### config.mk
export PLATFORM = sky130hd
export DESIGN_NAME = postfix_expression_evaluator
export DESIGN_NICKNAME = d
export VERILOG_FILES = /design/src/rtl/pfe_pkg.sv /design/src/rtl/pfe_cell.sv /design/src/rtl/pfe_div.sv /design/src/rtl/postfix_expression_evaluator.sv
export SDC_FILE = /design/constraint.sdc
export NUM_CORES = 2
export LEC_CHECK = 0
export BUFFER_PORTS_ARGS = -buffer_cell sky130_fd_sc_hd__clkbuf_2
export CAP_MARGIN = 10
export CORE_MARGIN = 5
export CORE_UTILIZATION = 45
export DETAILED_ROUTE_END_ITERATION = 10
export SLEW_MARGIN = 20
export SYNTH_ARGS = -nofsm -noshare
export SYNTH_HDL_FRONTEND = slang
export SYNTH_SLANG_ARGS = --single-unit
### constraint.sdc
create_clock -name clk -period 18.8 [get_ports clk]
set_clock_uncertainty 0.1 [all_clocks]
set_input_delay 3.76 -clock clk [delete_from_list [all_inputs] [get_ports clk]]
set_output_delay 3.76 -clock clk [all_outputs]
set_load 0.01 [all_outputs]
### src/rtl/pfe_pkg.sv
package pfe_pkg;

    localparam int WORD_W   = 32;
    localparam int CHAR_W   = 8;
    localparam int STATUS_W = 2;

    localparam int DEF_STACK_DEPTH = 16;

    localparam logic [CHAR_W-1:0] CH_END   = 8'h23;  // '#'
    localparam logic [CHAR_W-1:0] CH_ZERO  = 8'h30;  // '0'
    localparam logic [CHAR_W-1:0] CH_NINE  = 8'h39;  // '9'
    localparam logic [CHAR_W-1:0] CH_PLUS  = 8'h2B;  // '+'
    localparam logic [CHAR_W-1:0] CH_MINUS = 8'h2D;  // '-'
    localparam logic [CHAR_W-1:0] CH_TIMES = 8'h2A;  // '*'
    localparam logic [CHAR_W-1:0] CH_SLASH = 8'h2F;  // '/'

    localparam logic [STATUS_W-1:0] STAT_OK        = 2'd0;
    localparam logic [STATUS_W-1:0] STAT_DIV_ZERO  = 2'd1;
    localparam logic [STATUS_W-1:0] STAT_UNDERFLOW = 2'd2;
    localparam logic [STATUS_W-1:0] STAT_OVERFLOW  = 2'd3;

    typedef enum logic [1:0] {
        ST_IDLE,
        ST_MUL,
        ST_DIV,
        ST_WB
    } state_t;

    typedef enum logic [1:0] {
        CELL_HOLD,
        CELL_TAKE_PREV,
        CELL_TAKE_NEXT
    } cell_op_t;

endpackage

### src/rtl/pfe_cell.sv
module pfe_cell (
    input  logic                        clk,
    input  pfe_pkg::cell_op_t           op,
    input  logic [pfe_pkg::WORD_W-1:0]  prev_word,
    input  logic [pfe_pkg::WORD_W-1:0]  next_word,
    output logic [pfe_pkg::WORD_W-1:0]  word
);

    logic [pfe_pkg::WORD_W-1:0] word_reg;
    logic [pfe_pkg::WORD_W-1:0] word_next;

    always_comb
    begin
        unique case (op)
            pfe_pkg::CELL_TAKE_PREV: word_next = prev_word;
            pfe_pkg::CELL_TAKE_NEXT: word_next = next_word;
            default:                 word_next = word_reg;
        endcase
    end

    always_ff @(posedge clk)
    begin
        word_reg <= word_next;
    end

    assign word = word_reg;

endmodule

### src/rtl/pfe_div.sv
module pfe_div (
    input  logic                        clk,
    input  logic                        rst_n,
    input  logic                        start,
    input  logic [pfe_pkg::WORD_W-1:0]  dividend,
    input  logic [pfe_pkg::WORD_W-1:0]  divisor,
    output logic                        done,
    output logic [pfe_pkg::WORD_W-1:0]  quotient
);

    localparam int W     = pfe_pkg::WORD_W;
    localparam int CNT_W = $clog2(W);

    logic             busy_reg, busy_next;
    logic             done_reg, done_next;
    logic [CNT_W-1:0] cnt_reg, cnt_next;
    logic [W-1:0]     rem_reg, rem_next;
    logic [W-1:0]     quo_reg, quo_next;
    logic [W-1:0]     dsr_reg, dsr_next;
    logic [W:0]       shifted;
    logic [W:0]       diff;

    // One restoring step per cycle, most significant quotient bit first.
    always_comb
    begin
        shifted   = {rem_reg, quo_reg[W-1]};
        diff      = shifted - {1'b0, dsr_reg};
        busy_next = busy_reg;
        done_next = 1'b0;
        cnt_next  = cnt_reg;
        rem_next  = rem_reg;
        quo_next  = quo_reg;
        dsr_next  = dsr_reg;
        if (start)
        begin
            busy_next = 1'b1;
            cnt_next  = CNT_W'(W - 1);
            rem_next  = '0;
            quo_next  = dividend;
            dsr_next  = divisor;
        end
        else if (busy_reg)
        begin
            if (!diff[W])
            begin
                rem_next = diff[W-1:0];
                quo_next = {quo_reg[W-2:0], 1'b1};
            end
            else
            begin
                rem_next = shifted[W-1:0];
                quo_next = {quo_reg[W-2:0], 1'b0};
            end
            cnt_next = cnt_reg - 1'b1;
            if (cnt_reg == '0)
            begin
                busy_next = 1'b0;
                done_next = 1'b1;
            end
        end
    end

    always_ff @(posedge clk or negedge rst_n)
    begin
        if (!rst_n)
        begin
            busy_reg <= 1'b0;
            done_reg <= 1'b0;
            cnt_reg  <= '0;
        end
        else
        begin
            busy_reg <= busy_next;
            done_reg <= done_next;
            cnt_reg  <= cnt_next;
        end
    end

    always_ff @(posedge clk)
    begin
        rem_reg <= rem_next;
        quo_reg <= quo_next;
        dsr_reg <= dsr_next;
    end

    assign done     = done_reg;
    assign quotient = quo_reg;

endmodule

### src/rtl/postfix_expression_evaluator.sv
// Postfix expression evaluator.
// Input channel: in_valid / in_stall with char_code, one ASCII character per
// request. Digits push their value, '+', '-', '*', '/' combine the top two
// words, any other symbol keeps the left operand, and '#' closes the
// expression. Output channel: out_valid / out_stall with value and status;
// one request leaves for every '#', from the output register loaded as it is taken.
// Operations: a digit, '#', '+', '-', other symbols and division by zero are
// done straight from the idle state; '*' passes through multiply, then write
// back; '/' runs operand setup, the 32-step restoring divider and the write
// back into the stack. No new character is taken until the last is done.
// The stack is a chain of word cells; a push shifts every word one cell down
// and a pop shifts it up, so only the top two cells are ever read.
// Reset clears the stack count, the error latch, the controller and the
// output valid flag; the stack words themselves need no reset.
// The finished result sits in an output register, so characters keep flowing
// while the receiver stalls; only a further '#' waits until that result has
// been taken.
module postfix_expression_evaluator #(
    parameter int STACK_DEPTH = pfe_pkg::DEF_STACK_DEPTH
) (
    input  logic                          clk,
    input  logic                          rst_n,
    input  logic                          in_valid,
    output logic                          in_stall,
    input  logic [pfe_pkg::CHAR_W-1:0]    char_code,
    output logic                          out_valid,
    input  logic                          out_stall,
    output logic [pfe_pkg::WORD_W-1:0]    value,
    output logic [pfe_pkg::STATUS_W-1:0]  status
);

    localparam int W    = pfe_pkg::WORD_W;
    localparam int SP_W = $clog2(STACK_DEPTH + 1);

    pfe_pkg::state_t state_reg, state_next;

    logic [SP_W-1:0]             sp_reg, sp_next;
    logic [pfe_pkg::STATUS_W-1:0] err_reg, err_next;
    logic                        out_valid_reg, out_valid_next;
    logic [W-1:0]                value_reg, value_next;
    logic [pfe_pkg::STATUS_W-1:0] status_reg, status_next;
    logic [W-1:0]                left_reg, left_next;
    logic [W-1:0]                right_reg, right_next;
    logic [W-1:0]                res_reg, res_next;
    logic                        neg_reg, neg_next;

    logic [W-1:0]       words [STACK_DEPTH];
    pfe_pkg::cell_op_t  ops   [STACK_DEPTH];

    logic         accept;
    logic         is_digit, is_end, is_mul, is_div;
    logic [W-1:0] right_op, left_op;
    logic [W-1:0] push_val;
    logic         shift_down, load_top, shift_up;
    logic         div_start, div_done;
    logic [W-1:0] div_a, div_b, div_q;

    assign is_digit = (char_code >= pfe_pkg::CH_ZERO) && (char_code <= pfe_pkg::CH_NINE);
    assign is_end   = (char_code == pfe_pkg::CH_END);
    assign is_mul   = (char_code == pfe_pkg::CH_TIMES);
    assign is_div   = (char_code == pfe_pkg::CH_SLASH);

    // A new '#' must not overwrite a result that is still being stalled.
    assign in_stall = (state_reg != pfe_pkg::ST_IDLE)
                    || (out_valid_reg && out_stall && is_end);
    assign accept   = in_valid && !in_stall;

    // Missing operands read as zero.
    assign right_op = (sp_reg >= SP_W'(1)) ? words[0] : '0;
    assign left_op  = (sp_reg >= SP_W'(2)) ? words[1] : '0;

    assign div_a = left_op[W-1]  ? (~left_op + 1'b1)  : left_op;
    assign div_b = right_op[W-1] ? (~right_op + 1'b1) : right_op;

    always_comb
    begin
        state_next     = state_reg;
        sp_next        = sp_reg;
        err_next       = err_reg;
        out_valid_next = out_valid_reg && out_stall;
        value_next     = value_reg;
        status_next    = status_reg;
        left_next      = left_reg;
        right_next     = right_reg;
        res_next       = res_reg;
        neg_next       = neg_reg;
        shift_down     = 1'b0;
        load_top       = 1'b0;
        push_val       = res_reg;
        div_start      = 1'b0;

        unique case (state_reg)
            pfe_pkg::ST_IDLE:
            begin
                if (accept)
                begin
                    if (is_digit)
                    begin
                        if (sp_reg == SP_W'(STACK_DEPTH))
                        begin
                            if (err_reg == pfe_pkg::STAT_OK)
                                err_next = pfe_pkg::STAT_OVERFLOW;
                        end
                        else
                        begin
                            shift_down = 1'b1;
                            push_val   = W'(char_code - pfe_pkg::CH_ZERO);
                            sp_next    = sp_reg + 1'b1;
                        end
                    end
                    else if (is_end)
                    begin
                        out_valid_next = 1'b1;
                        value_next     = right_op;
                        if (err_reg != pfe_pkg::STAT_OK)
                            status_next = err_reg;
                        else if (sp_reg == '0)
                            status_next = pfe_pkg::STAT_UNDERFLOW;
                        else
                            status_next = pfe_pkg::STAT_OK;
                        sp_next  = '0;
                        err_next = pfe_pkg::STAT_OK;
                    end
                    else
                    begin
                        // Underflow is seen by the pops before any divide check.
                        if (err_reg == pfe_pkg::STAT_OK)
                        begin
                            if (sp_reg < SP_W'(2))
                                err_next = pfe_pkg::STAT_UNDERFLOW;
                            else if (is_div && right_op == '0)
                                err_next = pfe_pkg::STAT_DIV_ZERO;
                        end
                        left_next  = left_op;
                        right_next = right_op;
                        neg_next   = left_op[W-1] ^ right_op[W-1];
                        if (is_mul)
                            state_next = pfe_pkg::ST_MUL;
                        else if (is_div && right_op != '0)
                        begin
                            div_start  = 1'b1;
                            state_next = pfe_pkg::ST_DIV;
                        end
                        else
                        begin
                            load_top = 1'b1;
                            sp_next  = (sp_reg >= SP_W'(2)) ? sp_reg - 1'b1 : SP_W'(1);
                            if (char_code == pfe_pkg::CH_PLUS)
                                push_val = left_op + right_op;
                            else if (char_code == pfe_pkg::CH_MINUS)
                                push_val = left_op - right_op;
                            else if (is_div)
                                push_val = '0;
                            else
                                push_val = left_op;
                        end
                    end
                end
            end
            pfe_pkg::ST_MUL:
            begin
                res_next   = W'(left_reg * right_reg);
                state_next = pfe_pkg::ST_WB;
            end
            pfe_pkg::ST_DIV:
            begin
                if (div_done)
                begin
                    res_next   = neg_reg ? (~div_q + 1'b1) : div_q;
                    state_next = pfe_pkg::ST_WB;
                end
            end
            pfe_pkg::ST_WB:
            begin
                load_top   = 1'b1;
                push_val   = res_reg;
                sp_next    = (sp_reg >= SP_W'(2)) ? sp_reg - 1'b1 : SP_W'(1);
                state_next = pfe_pkg::ST_IDLE;
            end
            default:
            begin
                state_next = pfe_pkg::ST_IDLE;
            end
        endcase
    end

    assign shift_up = load_top && (sp_reg >= SP_W'(2));

    always_comb
    begin
        for (int i = 0; i < STACK_DEPTH; i++)
        begin
            if (shift_down)
                ops[i] = pfe_pkg::CELL_TAKE_PREV;
            else if (load_top && i == 0)
                ops[i] = pfe_pkg::CELL_TAKE_PREV;
            else if (shift_up)
                ops[i] = pfe_pkg::CELL_TAKE_NEXT;
            else
                ops[i] = pfe_pkg::CELL_HOLD;
        end
    end

    for (genvar g = 0; g < STACK_DEPTH; g++)
    begin : g_cell
        logic [W-1:0] prev_w;
        logic [W-1:0] next_w;
        if (g == 0)
        begin : g_top
            assign prev_w = push_val;
        end
        else
        begin : g_mid
            assign prev_w = words[g-1];
        end
        if (g == STACK_DEPTH - 1)
        begin : g_bot
            assign next_w = words[g];
        end
        else
        begin : g_inner
            assign next_w = words[g+1];
        end
        pfe_cell u_cell (
            .clk       (clk),
            .op        (ops[g]),
            .prev_word (prev_w),
            .next_word (next_w),
            .word      (words[g])
        );
    end

    pfe_div u_div (
        .clk      (clk),
        .rst_n    (rst_n),
        .start    (div_start),
        .dividend (div_a),
        .divisor  (div_b),
        .done     (div_done),
        .quotient (div_q)
    );

    always_ff @(posedge clk or negedge rst_n)
    begin
        if (!rst_n)
        begin
            state_reg     <= pfe_pkg::ST_IDLE;
            sp_reg        <= '0;
            err_reg       <= pfe_pkg::STAT_OK;
            out_valid_reg <= 1'b0;
        end
        else
        begin
            state_reg     <= state_next;
            sp_reg        <= sp_next;
            err_reg       <= err_next;
            out_valid_reg <= out_valid_next;
        end
    end

    always_ff @(posedge clk)
    begin
        value_reg  <= value_next;
        status_reg <= status_next;
        left_reg   <= left_next;
        right_reg  <= right_next;
        res_reg    <= res_next;
        neg_reg    <= neg_next;
    end

    assign out_valid = out_valid_reg;
    assign value     = value_reg;
    assign status    = status_reg;

    a_sp_bound: assert property (@(posedge clk) disable iff (!rst_n)
        sp_reg <= SP_W'(STACK_DEPTH))
        else $error("stack count beyond depth");

    a_busy_stall: assert property (@(posedge clk) disable iff (!rst_n)
        (state_reg != pfe_pkg::ST_IDLE) |-> in_stall)
        else $error("request taken while an operation is in progress");

    a_div_done: assert property (@(posedge clk) disable iff (!rst_n)
        div_done |-> (state_reg == pfe_pkg::ST_DIV))
        else $error("divider finished outside of a division");

    a_end_result: assert property (@(posedge clk) disable iff (!rst_n)
        (accept && is_end) |=> (out_valid_reg && sp_reg == '0 && err_reg == pfe_pkg::STAT_OK))
        else $error("end of expression did not produce a result and clear the stack");

endmodule
==> reports/qor.yml <==
cts:
  worstSkewPairLatency_ns: 0.71
  cts_hold_buf: 0
  cts_buffers: 87
  clockRootBuffer: "clkbuf_16"
  cts_buffer_depth: 3
  clkSlewWorstSetupHoldPaths_ns: 0.06
  htree_levels: 3
  cts-resized-gates: 0
  post-cts-setup-buffers: 0
  clock_sinks: 756
  cts_tree: "yes"
hold_path:
  min_to: "g_cell[15].u_cell.word[13]"
  whs_path_depth: 0
  hp-class: "register to register"
  hold_start: "g_cell[14].u_cell.word[13]"
placed_design:
  port_buffers: 47
  pre_cts_slack_ns: 8.47
  gp_congestion: 0.928
  post-dp-hpwl_um: 105000
  dp_cells: 6341
critical_path:
  crit_arrival_ns: 10.02
  path_cells: "clkbuf_2 -> ha_1 -> or4b_2 -> nand2_1 -> a21oi_1 -> o21ai_1 -> nor2_4 -> buf_4 -> a21oi_1 -> nor2_2 -> nand3_4 -> buf_12 -> buf_4 -> buf_4 -> mux2_2"
  crit_path_frequent_cell: "buf_4"
  slowest_stage: "buf_4"
  critPathKind: "primary input to register"
  worstSetupEndpointType: "register"
  worst-path-buf-inv: 5
  rr_endpoint: "res_reg[31]"
  timing.reg2reg.setup_slack_ns: 10.13
  r2r-start: "right_reg[5]"
  reg2reg_depth: 24
  critPathRequiredTime_ns: 19.11
  start_kind: "primary input"
  crit_family: "buffers and inverters"
  slowest_delay_ns: 0.87
  crit_fanout: 146
final_layout:
  largest_reg_flops: 512
  layout-drive-gt1-share_pct: 14.5
  multiInputGateArea_um2: 31000
  synthToLayoutAreaGrowth_pct: 7.77
  seqCellArea_um2: 22300
  layout.nets: 5439
  mostFrequentLayoutCells: "707 x edfxtp_1, 511 x inv_1, 448 x nand2_1, 411 x fa_1, 400 x mux2_4"
  final_cells: 6509
  final_common_cell: "edfxtp_1"
  fillers: 11300
timing:
  finalSetupViolations: 0
  tightest_slew_ns: 2.11
  fin_crit_sh_pct: 51.7
  worst_slack_ns: 9.09
  hold_viol_final: 0
  fmax_ghz: 0.103
  maxSlewHeadroom_pct: -40.7
  period_needed_ns: 9.71
  rsz0062_at_grt: "false"
  tns_ns: 0
  maxSlewViolCount: 56
drt:
  post-route-drc-count: 0
  first_pass_iters: 6
  ant_nets: 0
  wl_um: 147000
  wl_met2_um: 65800
  vias: 36500
  drt-vias-per-instance: 5.61
  dr_wl_met3_um: 9740
  drt-met1-wl_um: 66500
  dr.first_iter.drc_count: 3337
  highest_layer: "met5"
  routedWlPerCell_um: 22.6
global_routing:
  overflow: 0
  antenna_found_initial: 9
  grt_pass1_wl_um: 227000
  grt_max_degree: 206
  track_usage_pct: 22.1
  grt_pass1_vias: 36900
yosys:
  syn-num-nets: 5484
  ys_seq_area_share_pct: 39.5
  async_flop_share_pct: 2.25
  synth_flop_cell: "edfxtp_1"
  yosysUniqueCellTypes: 90
  synth_area_um2: 56500
  yosys_warnings: 0
  netlist_instances: 4827
  ys_seq_elements: 756
  synth-edff-count: 707
  synth_area_per_cell_um2: 11.7
status:
  outcome: "complete, but fails checks"
  violations: "max-slew violations"
run:
  maxCapViolations: 0
floorplanning:
  fp-row-count: 130
  die-area_um2: 133000
  initial_core_util_pct: 45.1
  die_h_um: 364
  core_area_um2: 125000
  ios: 48
  die_x_um: 364
layer usage:
layer | global-route usage (%) | vias up
met5 | 0 | -
met4 | 6.84 | 6
met3 | 3.72 | 239
met2 | 34.9 | 1121
met1 | 31.5 | 18600
li1 | - | 16600
final cells by class:
class / instances / share of cell area, %
multi-input cells: 3309 / 50.9
flip-flops and latches: 756 / 36.6
clock inverters: 44 / 0.711
clock buffers: 118 / 3.88
well taps: 1650 / 3.39
repair buffers: 115 / 1.31
inverters: 513 / 3.16
diodes: 4 / 0.0164
worst max path at each step:
| stage | startpoint | end | slack (ns) | depth (start not counted) |
|---|---|---|---|---|
| 5_1_grt | char_code[4] | g_cell[14].u_cell.word[14] | 8.80 | 15 |
| 2_1_floorplan | char_code[4] | g_cell[10].u_cell.word[0] | 0.51 | 10 |
| 4_1_cts | char_code[4] | g_cell[14].u_cell.word[14] | 9.24 | 15 |
| 6_report | char_code[4] | g_cell[14].u_cell.word[14] | 9.09 | 15 |
| 3_5_place_dp | char_code[4] | g_cell[14].u_cell.word[14] | 8.47 | 15 |
| 3_3_place_gp | char_code[4] | g_cell[14].u_cell.word[14] | 8.50 | 15 |
metrics by stage:
| stage | hold WS, ns | area, µm² | util, % |
|---|---|---|---|
| after global placement | 0.330 | 58000 | 46.3 |
| after detailed placement | 0.337 | 58000 | 46.3 |
| after floorplan | 0.322 | 56500 | - |
| final | 0.347 | 60900 | 48.6 |
| after global routing | 0.356 | 60900 | 48.6 |
| after CTS | 0.351 | 60800 | 48.6 |
cells by family after synthesis:
logic type	Yosys count	share of synthesized area [%]
compound gates	743	8.50
simple gates	1202	10.6
mux	491	12.4
other cells	1	0.00664
flops	756	39.5
fa+ha+maj	645	19.7
buf+inv	762	5.75
xor+xnor	227	3.53
synthesized netlist by cell type (63+ instances only):
cell	number	area share, %
a21oi_1	196	1.7
and2_1	339	3.8
clkbuf_1	179	1.2
edfxtp_1	707	38
fa_1	411	15
ha_1	234	5.2
inv_1	512	3.4
mux2_4	400	11
nand2_1	450	3.0
nor2_1	153	1.0
o21ai_0	173	1.5
o31ai_1	63	0.84
xnor2_1	139	2.2
xor2_1	87	1.3
Power is not shown: default switching activity piles up to over one toggle a cycle in this logic, so the estimate is an artifact.
